==> src/rtl/aes_pkg.sv <==
// Package: AES types, S-box functions and GF(2^8) helpers.
package aes_pkg;

  localparam int RkDepth = 60;
  localparam int RkAddrW = 6;

  localparam logic [2:0] CFG_KEY0 = 3'd0;
  localparam logic [2:0] CFG_KEY1 = 3'd1;
  localparam logic [2:0] CFG_KEY2 = 3'd2;
  localparam logic [2:0] CFG_KEY3 = 3'd3;
  localparam logic [2:0] CFG_MODE = 3'd4;

  localparam logic OP_ENC = 1'b0;
  localparam logic OP_DEC = 1'b1;

  typedef struct packed {
    logic        op;
    logic [63:0] block_high;
    logic [63:0] block_low;
  } aes_in_t;

  typedef struct packed {
    logic [63:0] result_high;
    logic [63:0] result_low;
  } aes_out_t;

  // Lane control from the round sequencer
  typedef struct packed {
    logic dec;
    logic last;
  } aes_lane_ctl_t;

  function automatic logic [7:0] xtime(input logic [7:0] a);
    return {a[6:0], 1'b0} ^ (a[7] ? 8'h1b : 8'h00);
  endfunction

  function automatic logic [7:0] gmul(input logic [7:0] a, input logic [7:0] b);
    logic [7:0] r;
    logic [7:0] x;
    r = 8'h00;
    x = a;
    for (int k = 0; k < 8; k++) begin
      if (b[k]) r = r ^ x;
      x = xtime(x);
    end
    return r;
  endfunction

  function automatic logic [7:0] sbox(input logic [7:0] a);
    logic [7:0] s [256];
    s = '{
      8'h63,8'h7c,8'h77,8'h7b,8'hf2,8'h6b,8'h6f,8'hc5,8'h30,8'h01,8'h67,8'h2b,8'hfe,8'hd7,8'hab,8'h76,
      8'hca,8'h82,8'hc9,8'h7d,8'hfa,8'h59,8'h47,8'hf0,8'had,8'hd4,8'ha2,8'haf,8'h9c,8'ha4,8'h72,8'hc0,
      8'hb7,8'hfd,8'h93,8'h26,8'h36,8'h3f,8'hf7,8'hcc,8'h34,8'ha5,8'he5,8'hf1,8'h71,8'hd8,8'h31,8'h15,
      8'h04,8'hc7,8'h23,8'hc3,8'h18,8'h96,8'h05,8'h9a,8'h07,8'h12,8'h80,8'he2,8'heb,8'h27,8'hb2,8'h75,
      8'h09,8'h83,8'h2c,8'h1a,8'h1b,8'h6e,8'h5a,8'ha0,8'h52,8'h3b,8'hd6,8'hb3,8'h29,8'he3,8'h2f,8'h84,
      8'h53,8'hd1,8'h00,8'hed,8'h20,8'hfc,8'hb1,8'h5b,8'h6a,8'hcb,8'hbe,8'h39,8'h4a,8'h4c,8'h58,8'hcf,
      8'hd0,8'hef,8'haa,8'hfb,8'h43,8'h4d,8'h33,8'h85,8'h45,8'hf9,8'h02,8'h7f,8'h50,8'h3c,8'h9f,8'ha8,
      8'h51,8'ha3,8'h40,8'h8f,8'h92,8'h9d,8'h38,8'hf5,8'hbc,8'hb6,8'hda,8'h21,8'h10,8'hff,8'hf3,8'hd2,
      8'hcd,8'h0c,8'h13,8'hec,8'h5f,8'h97,8'h44,8'h17,8'hc4,8'ha7,8'h7e,8'h3d,8'h64,8'h5d,8'h19,8'h73,
      8'h60,8'h81,8'h4f,8'hdc,8'h22,8'h2a,8'h90,8'h88,8'h46,8'hee,8'hb8,8'h14,8'hde,8'h5e,8'h0b,8'hdb,
      8'he0,8'h32,8'h3a,8'h0a,8'h49,8'h06,8'h24,8'h5c,8'hc2,8'hd3,8'hac,8'h62,8'h91,8'h95,8'he4,8'h79,
      8'he7,8'hc8,8'h37,8'h6d,8'h8d,8'hd5,8'h4e,8'ha9,8'h6c,8'h56,8'hf4,8'hea,8'h65,8'h7a,8'hae,8'h08,
      8'hba,8'h78,8'h25,8'h2e,8'h1c,8'ha6,8'hb4,8'hc6,8'he8,8'hdd,8'h74,8'h1f,8'h4b,8'hbd,8'h8b,8'h8a,
      8'h70,8'h3e,8'hb5,8'h66,8'h48,8'h03,8'hf6,8'h0e,8'h61,8'h35,8'h57,8'hb9,8'h86,8'hc1,8'h1d,8'h9e,
      8'he1,8'hf8,8'h98,8'h11,8'h69,8'hd9,8'h8e,8'h94,8'h9b,8'h1e,8'h87,8'he9,8'hce,8'h55,8'h28,8'hdf,
      8'h8c,8'ha1,8'h89,8'h0d,8'hbf,8'he6,8'h42,8'h68,8'h41,8'h99,8'h2d,8'h0f,8'hb0,8'h54,8'hbb,8'h16};
    return s[a];
  endfunction

  function automatic logic [7:0] inv_sbox(input logic [7:0] a);
    logic [7:0] s [256];
    s = '{
      8'h52,8'h09,8'h6a,8'hd5,8'h30,8'h36,8'ha5,8'h38,8'hbf,8'h40,8'ha3,8'h9e,8'h81,8'hf3,8'hd7,8'hfb,
      8'h7c,8'he3,8'h39,8'h82,8'h9b,8'h2f,8'hff,8'h87,8'h34,8'h8e,8'h43,8'h44,8'hc4,8'hde,8'he9,8'hcb,
      8'h54,8'h7b,8'h94,8'h32,8'ha6,8'hc2,8'h23,8'h3d,8'hee,8'h4c,8'h95,8'h0b,8'h42,8'hfa,8'hc3,8'h4e,
      8'h08,8'h2e,8'ha1,8'h66,8'h28,8'hd9,8'h24,8'hb2,8'h76,8'h5b,8'ha2,8'h49,8'h6d,8'h8b,8'hd1,8'h25,
      8'h72,8'hf8,8'hf6,8'h64,8'h86,8'h68,8'h98,8'h16,8'hd4,8'ha4,8'h5c,8'hcc,8'h5d,8'h65,8'hb6,8'h92,
      8'h6c,8'h70,8'h48,8'h50,8'hfd,8'hed,8'hb9,8'hda,8'h5e,8'h15,8'h46,8'h57,8'ha7,8'h8d,8'h9d,8'h84,
      8'h90,8'hd8,8'hab,8'h00,8'h8c,8'hbc,8'hd3,8'h0a,8'hf7,8'he4,8'h58,8'h05,8'hb8,8'hb3,8'h45,8'h06,
      8'hd0,8'h2c,8'h1e,8'h8f,8'hca,8'h3f,8'h0f,8'h02,8'hc1,8'haf,8'hbd,8'h03,8'h01,8'h13,8'h8a,8'h6b,
      8'h3a,8'h91,8'h11,8'h41,8'h4f,8'h67,8'hdc,8'hea,8'h97,8'hf2,8'hcf,8'hce,8'hf0,8'hb4,8'he6,8'h73,
      8'h96,8'hac,8'h74,8'h22,8'he7,8'had,8'h35,8'h85,8'he2,8'hf9,8'h37,8'he8,8'h1c,8'h75,8'hdf,8'h6e,
      8'h47,8'hf1,8'h1a,8'h71,8'h1d,8'h29,8'hc5,8'h89,8'h6f,8'hb7,8'h62,8'h0e,8'haa,8'h18,8'hbe,8'h1b,
      8'hfc,8'h56,8'h3e,8'h4b,8'hc6,8'hd2,8'h79,8'h20,8'h9a,8'hdb,8'hc0,8'hfe,8'h78,8'hcd,8'h5a,8'hf4,
      8'h1f,8'hdd,8'ha8,8'h33,8'h88,8'h07,8'hc7,8'h31,8'hb1,8'h12,8'h10,8'h59,8'h27,8'h80,8'hec,8'h5f,
      8'h60,8'h51,8'h7f,8'ha9,8'h19,8'hb5,8'h4a,8'h0d,8'h2d,8'he5,8'h7a,8'h9f,8'h93,8'hc9,8'h9c,8'hef,
      8'ha0,8'he0,8'h3b,8'h4d,8'hae,8'h2a,8'hf5,8'hb0,8'hc8,8'heb,8'hbb,8'h3c,8'h83,8'h53,8'h99,8'h61,
      8'h17,8'h2b,8'h04,8'h7e,8'hba,8'h77,8'hd6,8'h26,8'he1,8'h69,8'h14,8'h63,8'h55,8'h21,8'h0c,8'h7d};
    return s[a];
  endfunction

  function automatic logic [31:0] sub_word(input logic [31:0] w);
    return {sbox(w[31:24]), sbox(w[23:16]), sbox(w[15:8]), sbox(w[7:0])};
  endfunction

endpackage

==> src/rtl/aes_key_exp.sv <==
// Key expansion sequencer and round-key memory (one word per cycle).
module aes_key_exp
  import aes_pkg::*;
(
  input  logic                clk,
  input  logic                rst,
  input  logic                start,
  input  logic [255:0]        key,
  input  logic [1:0]          mode,
  input  logic                rd_en,
  input  logic [RkAddrW-3:0]  rd_round,
  output logic [127:0]        rd_key,
  output logic                busy
);

  logic [31:0] mem [RkDepth/4][4];
  logic [31:0] win [8];        // last nk words
  logic [RkAddrW-1:0] idx;
  logic [2:0]  pos;            // i mod nk
  logic [7:0]  rcon;
  logic [3:0]  nk;
  logic [RkAddrW-1:0] total;
  logic [31:0] t;
  logic [31:0] w_new;

  assign nk    = (mode == 2'd0) ? 4'd4 : (mode == 2'd1) ? 4'd6 : 4'd8;
  assign total = (mode == 2'd0) ? 6'd44 : (mode == 2'd1) ? 6'd52 : 6'd60;

  // Next schedule word from the window
  always_comb begin
    t = win[nk[2:0] == 3'd0 ? 3'd7 : 3'(nk - 4'd1)];
    if (idx < RkAddrW'(nk)) begin
      w_new = key[255 - 32*idx[2:0] -: 32];
    end else begin
      if (pos == 3'd0) t = sub_word({t[23:0], t[31:24]}) ^ {rcon, 24'h0};
      else if (nk == 4'd8 && pos == 3'd4) t = sub_word(t);
      w_new = win[0] ^ t;
    end
  end

  always_ff @(posedge clk) begin
    if (rst) begin
      busy <= 1'b1;
      idx  <= '0;
      pos  <= '0;
      rcon <= 8'h01;
    end else if (start) begin
      busy <= 1'b1;
      idx  <= '0;
      pos  <= '0;
      rcon <= 8'h01;
    end else if (busy) begin
      mem[idx[RkAddrW-1:2]][idx[1:0]] <= w_new;
      // shift window: win[nk-1] newest, win[0] oldest
      for (int k = 0; k < 7; k++) win[k] <= (4'(k) == nk - 4'd1) ? w_new : win[k+1];
      win[7] <= w_new;
      if (idx >= RkAddrW'(nk) && pos == 3'd0) rcon <= xtime(rcon);
      pos <= (4'(pos) == nk - 4'd1) ? 3'd0 : pos + 3'd1;
      idx <= idx + 1'b1;
      if (idx == total - 1'b1) busy <= 1'b0;
    end
  end

  // Registered round-key read
  always_ff @(posedge clk) begin
    if (rd_en)
      rd_key <= {mem[rd_round][0], mem[rd_round][1], mem[rd_round][2], mem[rd_round][3]};
  end

endmodule

==> config.mk <==
export PLATFORM = sky130hd
export DESIGN_NAME = aes_key_exp
export DESIGN_NICKNAME = d
export VERILOG_FILES = /design/src/rtl/aes_pkg.sv /design/src/rtl/aes_key_exp.sv
export SDC_FILE = /design/constraint.sdc
export NUM_CORES = 2
export LEC_CHECK = 0
export ABC_CLOCK_PERIOD_IN_PS = 14100
export BUFFER_PORTS_ARGS = -buffer_cell sky130_fd_sc_hd__buf_4
export CAP_MARGIN = 10
export CORE_ASPECT_RATIO = 0.9
export CORE_UTILIZATION = 62
export DETAILED_ROUTE_END_ITERATION = 16
export GPL_TIMING_DRIVEN = 0
export PLACE_DENSITY = 0.87
export SETUP_SLACK_MARGIN = 0.2
export SLEW_MARGIN = 20
export SYNTH_ARGS = -nofsm -noshare
export SYNTH_HDL_FRONTEND = slang
export SYNTH_SLANG_ARGS = --single-unit
==> constraint.sdc <==
create_clock -name clk -period 14.1 [get_ports clk]
set_input_delay 2.115 -clock clk [delete_from_list [all_inputs] [get_ports clk]]
set_output_delay 2.115 -clock clk [all_outputs]
set_load 0.05 [all_outputs]
==> flow_summary.toml, run 1 <==
[status]
run_status = "aborted with a tool error"
haltStage = "global routing"
error = "[ERROR GRT-0232] Routing congestion too high. Check the congestion heatmap in the GUI."

[yosys]
ys_async_sr_fraction_pct = 0
synth_cells = 6712
synth_edf_count = 2304
ys.flop_type = "edfxtp_1"
synth-seq-cells = 2322
syn_avg_cell_area_um2 = 15.72
synthTopCellsByArea = "edfxtp_1 (66%), mux4_2 (12%), mux2i_1 (2.4%), o21ai_0 (1.9%), nand2_1 (1.8%)"
synth_area_um2 = 105500
synth_top_area_share_pct = 65.56
ys_types = 98
yosysSeqAreaShare_pct = 65.90
synth.net_count = 7027
yosys_warnings = 0
yosysTopAreaCell = "edfxtp_1"

[cts]
numCtsBuffers = 207
postCtsSetupRepairBufs = 0
clock-root-buffer = "clkbuf_16"
ctsResizeCount = 0
ctsHoldBuffers = 0
cts_max_path_buffers = 3
cts_sinks = 2322
htree_levels = 4

[floorplanning]
die-width_um = 436.9
io-pin-count = 395
die_h_um = 393.4
core.rowCount = 143
start_util_pct = 62.48

[placement]
post-dp-hpwl_um = 340300
io_buffers = 389
routabilityCongestion = 1.117

[global_route]
grt_max_degree = 74
gr-usage-all-layers_pct = 75.54
antenna_found_initial = 121
grt_overflow_total = 7
## cell usage after synthesis (all sizes together), types with 19 or more instances
library cell	count
edfxtp	2304
mux4	582
nand2	516
o21ai	435
nor2	331
clkbuf	309
buf	285
mux2i	256
a21oi	220
o211ai	166
nand3	100
a211oi	89
nor3	89
a31oi	62
inv	62
ha	49
o221ai	47
a221oi	46
o22ai	45
xnor2	45
nand2b	35
o311ai	35
o31ai	32
nor2b	30
a311oi	29
a32oi	28
mux2	28
o21a	24
and2	23
nand4	23
a2111oi	22
a211o	19
a22oi	19
o2111ai	19
xor2	19
## layer usage
metal  GRT overflow  GRT usage, %
met1              1         78.48
met2              4         89.42
met3              0         61.60
met4              2         72.00
met5              0         28.11
## cell families after synthesis
kind of cell	after synthesis	share of synthesized area, %
DFF	2322	65.90
AOI/OAI and AO/OA	1523	9.900
and+or+nand+nor	1228	5.117
muxes	866	15.21
buffers and inverters	660	2.757
xor gates and xnor gates	64	0.5311
adders and majority gates	49	0.5809
## through the flow
stage | cell area [um^2] | cells | utilization, % | setup slack (ns)
floorplan | 105500 | 6712 | - | 2.715
global placement | 111300 | 9348 | 65.88 | -2.756
detailed placement | 114700 | 9465 | 67.93 | 3.892
CTS | 121400 | 9844 | 71.88 | 4.386
==> inputs of run 2 (changes only) <==
- CORE_ASPECT_RATIO: 0.9 -> not set
- CORE_UTILIZATION: 62 -> 40
- PLACE_DENSITY: 0.87 -> not set
- PLACE_DENSITY_LB_ADDON: not set -> 0.15
- SETUP_SLACK_MARGIN: 0.2 -> not set
==> run 2 against run 1 <==
Area after synthesis unchanged. Synthesized cell count unchanged. The flow now finishes without violations.
==> flow_summary.toml, run 2 <==
[finish]
final_nets = 7793
layout_commonest_cell = "edfxtp_1"
drive_above_1_share_pct = 24.66
syn2layout_area_growth_pct = 17.31
seq_area_um2 = 69550
fillers = 22700
multi_input_area_um2 = 33790
layout_common_cells = "edfxtp_1 (2304), mux4_2 (582), nand2_1 (516), buf_4 (434), o21ai_0 (402)"
largest_reg_flops = 1920

[sta]
grt_setup_unrepaired = "false"
fin_hold_ws_ns = 0.4124
worstMarginPinSlew_ns = 1.439
drv_slew = 0
max_freq_mhz = 95.40
hold_violations = 0
fin_crit_sh_pct = 74.34
slew_headroom_pct = 2.871
final.min_clock_period_ns = 10.48
setup_viol = 0
clock-skew-final_ns = 0.03273

[cts]
postCtsSetupRepairBufs = 0
clock-root-buffer = "clkbuf_16"
cts_tree = "yes"
clk_latency_ns = 0.85
cts_max_path_buffers = 3
ctsHoldBuffers = 0
htree_levels = 4
numCtsBuffers = 211
ctsResizeCount = 0
clkSlewWorstSetupHoldPaths_ns = 0.07
cts_sinks = 2322

[pwr]
leakagePower_nw = 39.92
power.total_mw = 16.33
power.density_nw_per_um2 = 131.9
peakVddDrop_mv = 0.1330

[detailed_routing]
drc = 0
routed_via_density = 6.390
antenna_left = 0
avgRoutedWirePerCell_um = 38.82
drtPass1Iterations = 6
vias = 71440
wirelength_um = 434000
first_iter_violations = 9181

[placement]
post-dp-hpwl_um = 312600
routabilityCongestion = 0.9797
io_buffers = 389

[yosys]
syn_avg_cell_area_um2 = 15.72
synth_cells = 6712
synth_top_family_by_area = "multiplexers"
synthTopCellsByArea = "edfxtp_1 (66%), mux4_2 (12%), mux2i_1 (2.4%), o21ai_0 (1.9%), nand2_1 (1.8%)"
yosysTopAreaCell = "edfxtp_1"
synth_area_um2 = 105500
synthMostInstantiatedCell = "edfxtp_1"
synth_fa_ha_area_share_pct = 0.5809
ys_async_sr_fraction_pct = 0
netlist_top_cells_count = "edfxtp_1 (2304), mux4_2 (582), nand2_1 (516), o21ai_0 (404), nor2_1 (328)"
synth-seq-cells = 2322
synth.net_count = 7027
yosysSeqAreaShare_pct = 65.90
synth-xor-area-share_pct = 0.5311
synth_simple_gate_area_share_pct = 5.117
ys_types = 98
synth_top_area_share_pct = 65.56
synth_compound_area_share_pct = 9.900
yosys_warnings = 0
ys.flop_type = "edfxtp_1"
synth_edf_count = 2304
muxShareOfSynthArea_pct = 15.21

[floorplanning]
die_h_um = 515.7
start_util_pct = 40.24
core_um2 = 262300
core.rowCount = 188
io-pin-count = 395
die-area_um2 = 265900
die-width_um = 515.7

[critical_path]
r2r_slack_ns = 5.96
end_kind = "flop"
reg2reg_depth = 17
path_max_fanout = 30
reg2reg_from = "win[5][25]"
critPathArrivalTime_ns = 11.14
cp-start-kind = "input port"
critPathKind = "in2reg"
crit_required_ns = 14.76
rr_endpoint = "mem[3][121]"

[status]
run_status = "finished, final reports clean"

[hold_path]
hold_class = "reg2reg"
hold_depth = 0
hold_end = "win[0][4]"
min_from = "win[1][4]"

[global_route]
grt_pass1_wl_um = 592700
antenna_found_initial = 29
grt_max_degree = 67
gr-usage-all-layers_pct = 32.36
grt_overflow_total = 0
grt_pass1_vias = 70070

[job]
cap_violations = 0
run 2: final cells by class:
cell class	count	area share [%]
antenna	10	0.02021
buffer	594	2.203
clock buffer	276	4.538
clock inverter	114	0.7216
inverter	66	0.2244
multi-input combinational	3730	27.30
sequential	2322	56.18
tap	3515	3.552
timing repair buffer	553	5.269
run 2: power by group:
part | switching (mW) | total (mW) | internal, mW
logic | 2.08 | 2.90 | 0.825
registers | 0.0518 | 7.93 | 7.87
clock network | 2.49 | 5.50 | 3.00
run 2: logic make-up after synthesis:
kind of cell	count (synthesis)
xor+xnor	64
simple gates	1228
compound gates	1523
buf+inv	660
flops	2322
mux	866
fa+ha+maj	49
run 2: how the worst max path moves through the flow:
stage / from / to / slack [ns]
after floorplan: start / mem[13][32] / 2.71
after detailed placement: mode[1] / mem[4][121] / 3.28
after global placement: start / mem[8][109] / -3.88
after CTS: mode[1] / mem[0][25] / 4.16
after global routing: mode[1] / mem[8][121] / 3.80
final: mode[1] / mem[3][121] / 3.62
run 2: through the flow:
stage / utilization (%) / cell area (um^2) / TNS (ns) / cells / worst slack [ns]
floorplan: - / 105500 / 0 / 6712 / 2.715
global placement: 43.03 / 112900 / -5476.75 / 10620 / -3.883
detailed placement: 44.69 / 117200 / 0 / 10780 / 3.278
CTS: 47.18 / 123700 / 0 / 11170 / 4.163
global route: 47.19 / 123800 / 0 / 11170 / 3.800
finish: 47.20 / 123800 / 0 / 11180 / 3.617
run 2: worst max-delay path: stages:
cell,delay [ns]
buf_4,0.21
inv_2,0.27
buf_2,0.52
clkbuf_1,0.95
buf_1,0.77
buf_2,0.60
mux2_2,0.37
ha_1,0.29
clkbuf_1,0.69
o211ai_1,0.45
o21ai_0,0.69
a221oi_1,0.12
a31oi_1,0.34
a21oi_1,0.11
nand4_1,0.46
xor2_1,0.14
a222oi_1,0.80
xnor2_1,0.21
mux2i_4,0.66
buf_12,0.26
run 2: metal layers:
| layer | GRT usage [%] | vias up | part of all wire (%) |
|---|---|---|---|
| met5 | 0 | - | 0.029 |
| met4 | 14.13 | 18 | 5.0 |
| met3 | 5.377 | 911 | 7.5 |
| met2 | 52.14 | 3784 | 47 |
| met1 | 43.18 | 37810 | 40 |
| li1 | - | 28920 | - |
No activity file was read; power rests on OpenSTA's default activity.
